$ cat src/sv/mkd_pkg.sv
// Shared types and constants for the Morse key decoder.
// No dependencies; morse_key_decoder and mkd_decode refer to this package by scoped names.
`default_nettype none

package mkd_pkg;

  // Event kinds carried on the result channel.
  localparam logic [2:0] EV_DOT     = 3'd0;
  localparam logic [2:0] EV_DASH    = 3'd1;
  localparam logic [2:0] EV_CHAR    = 3'd2;
  localparam logic [2:0] EV_INVALID = 3'd3;
  localparam logic [2:0] EV_WORD    = 3'd4;

  // Configuration register indexes.
  localparam logic [1:0] CFG_DOT_MIN  = 2'd0;
  localparam logic [1:0] CFG_DASH_MIN = 2'd1;
  localparam logic [1:0] CFG_GAP      = 2'd2;

  localparam int CFG_BITS = 16;

  localparam logic [CFG_BITS-1:0] DOT_MIN_RESET  = 16'd1874;
  localparam logic [CFG_BITS-1:0] DASH_MIN_RESET = 16'd12499;
  localparam logic [CFG_BITS-1:0] GAP_RESET      = 16'd24999;

  // Pattern holds only the sentinel bit.
  localparam logic [7:0] PATTERN_EMPTY = 8'h01;

  localparam logic [6:0] ASCII_SPACE = 7'd32;

  typedef struct packed {
    logic [2:0] kind;
    logic [6:0] code;
  } event_t;

endpackage

`default_nettype wire

$ cat src/sv/mkd_key_if.sv
// Input channel of the Morse key decoder: one sampled key level per word.
// Depends on nothing.
`default_nettype none

interface mkd_key_if;
  logic valid;
  logic ready;
  logic key_level;

  modport source (output valid, output key_level, input ready);
  modport sink (input valid, input key_level, output ready);
endinterface

`default_nettype wire

$ cat src/sv/mkd_event_if.sv
// Result channel of the Morse key decoder: one decoded event per word.
// Depends on nothing.
`default_nettype none

interface mkd_event_if;
  logic       valid;
  logic       ready;
  logic [2:0] event_kind;
  logic [6:0] char_code;

  modport source (output valid, output event_kind, output char_code, input ready);
  modport sink (input valid, input event_kind, input char_code, output ready);
endinterface

`default_nettype wire

$ cat src/sv/morse_key_decoder.sv
// Morse key decoder top level: timing of key presses, mark classification, letter decode.
// A key word passes through the input register, and its event, if any, is then registered in the
// output register; throughput is one key word per cycle, limited only by the result register.
// Reset clears the timing state, empties the pattern and reloads the default thresholds.
// Depends on mkd_pkg, mkd_key_if, mkd_event_if and mkd_decode.
`default_nettype none

module morse_key_decoder #(
  parameter int COUNT_BITS = 16
) (
  input  wire logic                          clk,
  input  wire logic                          rst,
  input  wire logic                          cfg_write,
  input  wire logic [1:0]                    cfg_index,
  input  wire logic [mkd_pkg::CFG_BITS-1:0]  cfg_data,
  mkd_key_if.sink                            key,
  mkd_event_if.source                        symbol
);

  // Configuration.
  logic [mkd_pkg::CFG_BITS-1:0] dot_min_ticks;
  logic [mkd_pkg::CFG_BITS-1:0] dash_min_ticks;
  logic [mkd_pkg::CFG_BITS-1:0] gap_period_ticks;

  // Input register.
  logic in_valid;
  logic in_level;

  // Decoder state.
  logic                  last_level;
  logic [COUNT_BITS-1:0] tick_count;
  logic                  compare_enabled;
  logic                  long_press;
  logic [7:0]            pattern;
  logic [1:0]            empty_gap_count;

  logic                  last_level_next;
  logic [COUNT_BITS-1:0] tick_count_next;
  logic                  compare_enabled_next;
  logic                  long_press_next;
  logic [7:0]            pattern_next;
  logic [1:0]            empty_gap_count_next;

  // Output register.
  logic            out_valid;
  mkd_pkg::event_t out_word;

  mkd_pkg::event_t step_word;
  logic            step_emit;
  mkd_pkg::event_t lookup;

  logic change;
  logic gap_match;
  logic advance;

  mkd_decode u_decode (
    .pattern (pattern),
    .result  (lookup)
  );

  always_ff @(posedge clk) begin
    if (rst) begin
      dot_min_ticks    <= mkd_pkg::DOT_MIN_RESET;
      dash_min_ticks   <= mkd_pkg::DASH_MIN_RESET;
      gap_period_ticks <= mkd_pkg::GAP_RESET;
    end else if (cfg_write) begin
      case (cfg_index)
        mkd_pkg::CFG_DOT_MIN:  dot_min_ticks    <= cfg_data;
        mkd_pkg::CFG_DASH_MIN: dash_min_ticks   <= cfg_data;
        mkd_pkg::CFG_GAP:      gap_period_ticks <= cfg_data;
        default: ;
      endcase
    end
  end

  assign change    = in_level != last_level;
  assign gap_match = tick_count >= COUNT_BITS'(gap_period_ticks);

  always_comb begin
    last_level_next      = last_level;
    tick_count_next      = tick_count + COUNT_BITS'(1);
    compare_enabled_next = compare_enabled;
    long_press_next      = long_press;
    pattern_next         = pattern;
    empty_gap_count_next = empty_gap_count;
    step_emit            = 1'b0;
    step_word.kind       = mkd_pkg::EV_DOT;
    step_word.code       = 7'd0;

    if (change) begin
      // A release ends a press: classify its length.
      if (last_level) begin
        if (tick_count >= COUNT_BITS'(dash_min_ticks) || long_press) begin
          pattern_next   = {pattern[6:0], 1'b1};
          step_emit      = 1'b1;
          step_word.kind = mkd_pkg::EV_DASH;
        end else if (tick_count >= COUNT_BITS'(dot_min_ticks)) begin
          pattern_next   = {pattern[6:0], 1'b0};
          step_emit      = 1'b1;
          step_word.kind = mkd_pkg::EV_DOT;
        end
      end
      tick_count_next      = '0;
      long_press_next      = 1'b0;
      compare_enabled_next = 1'b1;
      last_level_next      = in_level;
    end else if (gap_match) begin
      tick_count_next = '0;
      if (compare_enabled) begin
        if (last_level) begin
          long_press_next      = 1'b1;
          compare_enabled_next = 1'b0;
        end else begin
          pattern_next = mkd_pkg::PATTERN_EMPTY;
          if (pattern == mkd_pkg::PATTERN_EMPTY) begin
            // Only the first empty gap after a character gives a word space.
            if (empty_gap_count != 2'd2) begin
              empty_gap_count_next = empty_gap_count + 2'd1;
            end
            if (empty_gap_count == 2'd0) begin
              step_emit      = 1'b1;
              step_word.kind = mkd_pkg::EV_WORD;
              step_word.code = mkd_pkg::ASCII_SPACE;
            end
          end else begin
            empty_gap_count_next = 2'd0;
            step_emit            = 1'b1;
            step_word            = lookup;
          end
        end
      end
    end
  end

  // Words with no event pass through even while the result register is full.
  assign advance   = in_valid && (!step_emit || !out_valid || symbol.ready);
  assign key.ready = !in_valid || advance;

  always_ff @(posedge clk) begin
    if (rst) begin
      in_valid <= 1'b0;
    end else if (key.ready) begin
      in_valid <= key.valid;
    end
  end

  always_ff @(posedge clk) begin
    if (key.ready && key.valid) begin
      in_level <= key.key_level;
    end
  end

  always_ff @(posedge clk) begin
    if (rst) begin
      last_level      <= 1'b0;
      tick_count      <= '0;
      compare_enabled <= 1'b0;
      long_press      <= 1'b0;
      pattern         <= mkd_pkg::PATTERN_EMPTY;
      empty_gap_count <= 2'd0;
    end else if (advance) begin
      last_level      <= last_level_next;
      tick_count      <= tick_count_next;
      compare_enabled <= compare_enabled_next;
      long_press      <= long_press_next;
      pattern         <= pattern_next;
      empty_gap_count <= empty_gap_count_next;
    end
  end

  always_ff @(posedge clk) begin
    if (rst) begin
      out_valid <= 1'b0;
    end else if (advance && step_emit) begin
      out_valid <= 1'b1;
    end else if (symbol.ready) begin
      out_valid <= 1'b0;
    end
  end

  always_ff @(posedge clk) begin
    if (advance && step_emit) begin
      out_word <= step_word;
    end
  end

  assign symbol.valid      = out_valid;
  assign symbol.event_kind = out_word.kind;
  assign symbol.char_code  = out_word.code;

  // A long press always disables the gap compare until the next level change.
  assert property (@(posedge clk) disable iff (rst) long_press |-> !compare_enabled)
    else $error("long press seen while gap compare enabled");

  assert property (@(posedge clk) disable iff (rst) empty_gap_count != 2'd3)
    else $error("empty gap count passed its saturation value");

  assert property (@(posedge clk) disable iff (rst) advance && step_emit |=> out_valid)
    else $error("event produced but result register empty");

  assert property (@(posedge clk) disable iff (rst)
    out_valid && (out_word.kind == mkd_pkg::EV_DOT || out_word.kind == mkd_pkg::EV_DASH ||
                  out_word.kind == mkd_pkg::EV_INVALID) |-> out_word.code == 7'd0)
    else $error("mark or invalid event carries a character code");

endmodule

`default_nettype wire

$ cat src/sv/mkd_decode.sv
// Pattern lookup: maps a sentinel-prefixed mark pattern to a letter or digit.
// Depends on mkd_pkg for the event kinds and the event_t struct.
`default_nettype none

module mkd_decode (
  input  wire logic [7:0]     pattern,
  output mkd_pkg::event_t     result
);

  logic [6:0] ascii;
  logic       found;

  // A one marks a dash, a zero a dot; the leading one is the sentinel.
  always_comb begin
    found = 1'b1;
    unique case (pattern)
      8'h05: ascii = 7'h41;
      8'h18: ascii = 7'h42;
      8'h1A: ascii = 7'h43;
      8'h0C: ascii = 7'h44;
      8'h02: ascii = 7'h45;
      8'h12: ascii = 7'h46;
      8'h0E: ascii = 7'h47;
      8'h10: ascii = 7'h48;
      8'h04: ascii = 7'h49;
      8'h17: ascii = 7'h4A;
      8'h0D: ascii = 7'h4B;
      8'h14: ascii = 7'h4C;
      8'h07: ascii = 7'h4D;
      8'h06: ascii = 7'h4E;
      8'h0F: ascii = 7'h4F;
      8'h16: ascii = 7'h50;
      8'h1D: ascii = 7'h51;
      8'h0A: ascii = 7'h52;
      8'h08: ascii = 7'h53;
      8'h03: ascii = 7'h54;
      8'h09: ascii = 7'h55;
      8'h11: ascii = 7'h56;
      8'h0B: ascii = 7'h57;
      8'h19: ascii = 7'h58;
      8'h1B: ascii = 7'h59;
      8'h1C: ascii = 7'h5A;
      8'h2F: ascii = 7'h31;
      8'h27: ascii = 7'h32;
      8'h23: ascii = 7'h33;
      8'h21: ascii = 7'h34;
      8'h20: ascii = 7'h35;
      8'h30: ascii = 7'h36;
      8'h38: ascii = 7'h37;
      8'h3C: ascii = 7'h38;
      8'h3E: ascii = 7'h39;
      8'h3F: ascii = 7'h30;
      default: begin
        ascii = 7'd0;
        found = 1'b0;
      end
    endcase
  end

  assign result.kind = found ? mkd_pkg::EV_CHAR : mkd_pkg::EV_INVALID;
  assign result.code = ascii;

endmodule

`default_nettype wire
$ cat src/flat_wrapper.sv
// flat-port wrapper written by rule: the top's interface ports become plain ports
module morse_key_decoder_flat 
#(
  parameter int COUNT_BITS = 16
)
  (clk, rst, cfg_write, cfg_index, cfg_data, key_valid, key_key_level, key_ready, symbol_valid, symbol_event_kind, symbol_char_code, symbol_ready);
  mkd_key_if key_i ();
  mkd_event_if symbol_i ();
  input  wire logic clk;
  input  wire logic rst;
  input  wire logic cfg_write;
  input  wire logic [1:0] cfg_index;
  input  wire logic [mkd_pkg::CFG_BITS-1:0] cfg_data;
  input wire logic [$bits(key_i.valid)-1:0] key_valid;
  input wire logic [$bits(key_i.key_level)-1:0] key_key_level;
  output wire logic [$bits(key_i.ready)-1:0] key_ready;
  output wire logic [$bits(symbol_i.valid)-1:0] symbol_valid;
  output wire logic [$bits(symbol_i.event_kind)-1:0] symbol_event_kind;
  output wire logic [$bits(symbol_i.char_code)-1:0] symbol_char_code;
  input wire logic [$bits(symbol_i.ready)-1:0] symbol_ready;
  assign key_i.valid = key_valid;
  assign key_i.key_level = key_key_level;
  assign key_ready = key_i.ready;
  assign symbol_valid = symbol_i.valid;
  assign symbol_event_kind = symbol_i.event_kind;
  assign symbol_char_code = symbol_i.char_code;
  assign symbol_i.ready = symbol_ready;
  morse_key_decoder #(.COUNT_BITS(COUNT_BITS)) u_core (.clk(clk), .rst(rst), .cfg_write(cfg_write), .cfg_index(cfg_index), .cfg_data(cfg_data), .key(key_i), .symbol(symbol_i));
endmodule
$ cat config.mk
export PLATFORM = sky130hd
export DESIGN_NAME = morse_key_decoder_flat
export DESIGN_NICKNAME = d
export VERILOG_FILES = /design/src/sv/mkd_pkg.sv /design/src/sv/mkd_key_if.sv /design/src/sv/mkd_event_if.sv /design/src/sv/morse_key_decoder.sv /design/src/sv/mkd_decode.sv /design/src/flat_wrapper.sv
export SDC_FILE = /design/constraint.sdc
export NUM_CORES = 1
export LEC_CHECK = 0
export BUFFER_PORTS_ARGS = -buffer_cell sky130_fd_sc_hd__buf_2
export CAP_MARGIN = 25
export CORE_UTILIZATION = 55
export DETAILED_ROUTE_END_ITERATION = 16
export GPL_TIMING_DRIVEN = 0
export PLACE_DENSITY = 0.77
export SETUP_SLACK_MARGIN = 0.15
export SLEW_MARGIN = 20
export SYNTH_ARGS = -nofsm -noshare
export SYNTH_HDL_FRONTEND = slang
export SYNTH_SLANG_ARGS = --single-unit
$ cat constraint.sdc
create_clock -name clk -period 3.2 [get_ports clk]
set_clock_uncertainty 0.1 [all_clocks]
set_input_delay 0.32 -clock clk [delete_from_list [all_inputs] [get_ports clk]]
set_output_delay 0.32 -clock clk [all_outputs]
set_load 0.1 [all_outputs]
After elaboration in Yosys (flattened, before gate mapping)
Index checks and enable logic that the tools add are counted.
- bits in registers: 90
- input bits: 24
- logic and storage cells: 135
- add/sub/neg operators: 2
- magnitude comparators: 3
- eq/ne operators: 45
- mux-type cells: 41
- bitwise operators: 4
- reduce and logical (&&, ||, !) cells: 26
- operator list (operator ; number):
    one-hot mux 7 bit (36 select lines) ; 1
    equality test 8 x 5 -> 1 bit, second input constant ; 12
    equality test 8 x 6 -> 1 bit, second input constant ; 10
    equality test 8 x 4 -> 1 bit, second input constant ; 8
    two-way mux 8 bit ; 7
    two-way mux 10 bit ; 5
    >= comparator 16 bit ; 3
    OR reduction 36 bit ; 1
    equality test 8 x 3 -> 1 bit, second input constant ; 4
    two-way mux 16 bit ; 2
    two-way mux 1 bit ; 22
    adder 16 x 1 -> 16 bit, second input constant ; 1
    equality test 8 x 2 -> 1 bit, second input constant ; 2
    AND reduction 6 bit ; 2
    AND reduction 2 bit ; 5
    equality test 8 x 1 -> 1 bit, second input constant ; 1
    nonzero test 2 bit ; 4
    two-way mux 3 bit ; 2
    != test 2 bit, second input constant ; 3
    logical NOT 2 bit ; 2
    logical OR 1 bit ; 4
    two-way mux 2 bit ; 2
    NOT 1 bit ; 4
    AND reduction 4 bit ; 1
    9 further kinds ; 13

Logic depth before layout (Yosys ltp)
- depth in word-level cells: 13
- depth in mapped cells: 11
- depth with buffers taken out: 11

Cells and area by module
Synthesis repeated with hierarchy kept, for this count alone.
- cells, all modules: 694
- area, all modules: 5555.3 sq um
- modules (own cells, without submodules) (module ; times used ; cells each ; area an instance (sq um) ; seq. area each (sq um)):
    morse_key_decoder ; 1 ; 592 ; 4898.4 ; 1911.8
    mkd_decode ; 1 ; 102 ; 656.9 ; 0.0

Least setup slack after synthesis
Ideal clock, no wire load.
- path kind: flip-flop to output port
- from: register u_core.tick_count[0]
- to: output key_ready
- arrival: 3.127 ns
- required time: 2.780 ns
- setup slack: -0.347 ns
- cell stages (with the launch flop): 10
- buffers on the path: 0
- cell sequence: dfxtp_1 > inv_1 > ha_1 > nand2b_4 > a2111o_1 > a311o_1 > or3_4 > o211ai_1 > o21ai_0 > nand3_1
- cells in the longest elaborated chain, start to end: 10
- elaborated cells between the ends (all ways): 14
- classes of those cells: order compare (3); mux (5); reduce/logical (6)
- RTL lines (element ; line ; RTL):
    from (decl) ; morse_key_decoder.sv:31 ; logic [COUNT_BITS-1:0] tick_count;
    from (signal assigned) ; morse_key_decoder.sv:163 ; tick_count <= tick_count_next;
    >= comparator 16 bit (on tied branches) ; morse_key_decoder.sv:97, morse_key_decoder.sv:93 ;
    two-way mux 1 bit or logical OR 1 bit (tied branches) ; morse_key_decoder.sv:97, morse_key_decoder.sv:93 ;
    two-way mux 1 bit ; morse_key_decoder.sv:93 ; if (tick_count >= COUNT_BITS'(dash_min_ticks) || long_press) begin
    two-way mux 1 bit ; morse_key_decoder.sv:92 ; if (last_level) begin
    two-way mux 1 bit * ; morse_key_decoder.sv:90 ; if (change) begin
    logical NOT 1 bit * ; morse_key_decoder.sv:136 ; assign advance = in_valid && (!step_emit || !out_valid || symbol.ready);
    logical OR 1 bit * (2 in a row) ; morse_key_decoder.sv:136 ;
    logical AND 1 bit * ; morse_key_decoder.sv:136 ;
    logical OR 1 bit * ; morse_key_decoder.sv:137 ; assign key.ready = !in_valid || advance;
    to (decl) ; flat_wrapper.sv:16 ; output wire logic [$bits(key_i.ready)-1:0] key_ready;
Every way passes the cells marked *; elsewhere a longest branch is shown, timed or not.

Worst setup path after layout
Same ends and word-level chain as after synthesis.

==> results.py <==
metrics = {
    "clock_network": {
        "root_buffer": "clkbuf_8",
        "holdBufCountCts": 0,
        "cts_buffers": 9,
        "clk_latency_ps": 360,
        "ctsHtreeMaxLevel": 3,
        "cts.clk_slew.worst_paths_ps": 90,
        "clock_sinks": 90,
        "clock_path_buffers": 2,
        "cts_tree": "done",
    },
    "worst_setup_path": {
        "path_buf_inv": 2,
        "worstPathArrival_ps": 2920,
        "endpoint_kind": "primary output",
        "worstPathRequired_ps": 2780,
        "cp_cell_sequence": "inv_6 > ha_4 > nand2b_4 > a2111o_1 > a311o_1 > or3_4 > o211ai_1 > o21ai_2 > nand3_4 > buf_12",
        "r2r_slack_ps": 50,
        "cp_slowest_cell": "a2111o_1",
        "critical_path_class": "reg2out",
        "start_kind": "flip-flop",
        "cp_max_fo": 5,
        "crit_family": "compound AO/OA/AOI/OAI gates",
        "critPathMaxStageDelay_ps": 370,
    },
    "place": {
        "post-dp-hpwl_um": 10200,
        "gp_congestion": 0.911,
        "portBuffers": 35,
        "dp_slack_ps": -583,
    },
    "yosys": {
        "syn_inst": 640,
        "synth-simple-area-share_pct": 21.9,
        "synthAdderAreaFrac_pct": 12.4,
        "synth.area.mux_share_pct": 0.595,
        "yosysSeqAreaShare_pct": 36.4,
        "ys_seq_elements": 90,
        "synth_compound_area_share_pct": 21.9,
        "syn-num-nets": 716,
        "synthArstFlopShare_pct": 0,
        "avgSynthCellArea_um2": 8.21,
        "synth_cell_type_count": 61,
        "synth_top_area_share_pct": 30.1,
        "synth-edff-count": 11,
        "synth_top_family_by_area": "compound AO/OA/AOI/OAI gates",
        "ys.flop_type": "dfxtp_1",
        "yosys.area_share.xor_xnor_pct": 0.333,
        "synth_area_leaders": "dfxtp_1 30%, ha_1 12%, nand2_1 7.2%",
        "yosys.area.top_type": "dfxtp_1",
        "yosysWarningCount": 0,
        "synth_area_um2": 5260,
    },
    "layout": {
        "regArea_um2": 1940,
        "final_cell_mix": "101 x nand2_1, 68 x dfxtp_1, 60 x inv_1",
        "areaGrowthSynthToFinish_pct": 17.2,
        "nets": 774,
        "drive_gt1_share_pct": 17.8,
        "final_common_cell": "nand2_1",
        "n_fill_cell": 755,
        "multi_input_area_um2": 3220,
        "num_antenna_cells": 0,
    },
    "die": {
        "io_pins": 36,
        "die-area_um2": 9950,
        "die_y_um": 99.8,
        "rows": 35,
        "die_w_um": 99.8,
        "start_util_pct": 56.9,
        "core_um2": 9240,
    },
    "power": {
        "pwr_density_cell_nw_per_um2": 351,
        "vdd_drop_max_mv": 0.239,
        "p_leak_nw": 2.60,
        "total_power_mw": 2.16,
    },
    "outcome": {
        "status": "complete, but fails checks",
        "failed_checks": "setup timing",
    },
    "global_routing": {
        "track_usage_pct": 28.9,
        "grt_antenna_before_repair": 0,
        "grt_pass1_wl_um": 22400,
        "grt_max_degree": 15,
        "grt_pass1_vias": 4754,
        "grt_overflow_total": 0,
    },
    "sta": {
        "drv_slew": 0,
        "fmax_ghz": 0.299,
        "tightest_slew_ps": 803,
        "finalHoldViolCount": 0,
        "finalCritPeriodShare_pct": 104,
        "rsz0062_at_grt": "yes",
        "tns_ps": -142,
        "finalCriticalPeriod_ps": 3340,
        "finalSetupViolCount": 1,
        "final.setup.worst_slack_ps": -142,
        "slew_headroom_pct": 46.1,
    },
    "drt": {
        "drc_errors": 0,
        "via_per_inst": 5.97,
        "ant_nets": 0,
        "vias": 4968,
        "initialDrtViolationCount": 246,
        "wl_per_cell_um": 16.9,
        "drt_pre_antenna_iters": 5,
        "wl_um": 14000,
    },
    "flow_run": {
        "maxCapViolCount": 0,
    },
    "hold_path": {
        "hp-class": "in2reg",
    },
}
-- flip-flops by register name, summed over array words and instances, names as in the netlist --
register	cells
u_core.dash_min_ticks	16
u_core.dot_min_ticks	16
u_core.gap_period_ticks	16
u_core.tick_count	16
u_core.pattern	8
u_core.symbol.char_code	7
u_core.symbol.event_kind	3
u_core.empty_gap_count	2
u_core.compare_enabled	1
u_core.in_level	1
u_core.in_valid	1
u_core.last_level	1
u_core.long_press	1
u_core.symbol.valid	1
-- per-layer routing --
| metal | global-route usage, % | wire length (um) | up-vias | share of wire (%) |
|---|---|---|---|---|
| met2 | 48.9 | 6720 | 172 | 48 |
| met4 | 9.28 | 263 | 0 | 1.9 |
| met1 | 37.5 | 6230 | 2379 | 44 |
| li1 | - | - | 2396 | - |
| met5 | 0 | 0 | - | 0 |
| met3 | 4.85 | 825 | 21 | 5.9 |
-- path summary, 6_finish.rpt --
kind                             start                         to  depth (start not counted)
min reg2reg  u_core.dash_min_ticks[14]  u_core.dash_min_ticks[14]                          2
max reg2reg       u_core.tick_count[0]      u_core.tick_count[10]                         11
max               u_core.tick_count[0]                  key_ready                         10
min                      key_key_level            u_core.in_level                          1
-- what timing repair did --
item / CTS / global route
setup endpoints to repair: 44 / 44
cloned: 1 / 0
buffers inserted: 8 / 3
gates resized for setup: 39 / 35
pin swaps: 20 / 13
-- final cells by class --
| type | instances | area share (%) |
|---|---|---|
| Sequential cell | 90 | 31.4 |
| Clock buffer | 14 | 2.48 |
| Tap cell | 129 | 2.62 |
| Clock inverter | 2 | 0.609 |
| Inverter | 61 | 3.80 |
| Buffer | 28 | 2.03 |
| Multi-Input combinational cell | 461 | 52.2 |
| Timing Repair Buffer | 47 | 4.85 |
-- cells in the mapped netlist, types with 6 or more instances --
master	number
a22o_1	8
ha_1	52
nor3_1	10
nor2_1	35
nor3b_1	10
a211o_2	8
clkbuf_1	24
dfxtp_1	79
a21oi_1	59
o211ai_1	21
nand2b_1	9
edfxtp_1	11
nand4_1	8
nor2b_1	6
and3_1	13
o21ai_0	22
nand2_1	101
nand3_1	18
inv_1	61
-- report_power, final --
group | total (mW) | leakage (nW) | switching, mW | internal, mW
Sequential | 1.18 | 0.731 | 0.0157 | 1.16
Clock | 0.768 | 0.0909 | 0.384 | 0.384
Combinational | 0.212 | 1.78 | 0.130 | 0.0817
-- cell families after synthesis --
group	after synthesis
AO/OA/AOI/OAI	168
XOR/XNOR	2
adder cells (fa/ha/maj)	52
buffers and inverters	89
flip-flops	90
multiplexers	3
AND/OR/NAND/NOR	236
-- stage by stage --
step           hold WS [ps]  instance area (um2)  utilization [%]  cells
2_1_floorplan           319                 5280                -    640
3_3_place_gp            344                 5620             60.8    804
3_5_place_dp            348                 5630             60.9    804
4_1_cts                25.1                 5990             64.8    829
5_1_grt                16.0                 6160             66.7    832
6_report               34.2                 6160             66.7    832
Power figures use the tool's default switching activity.
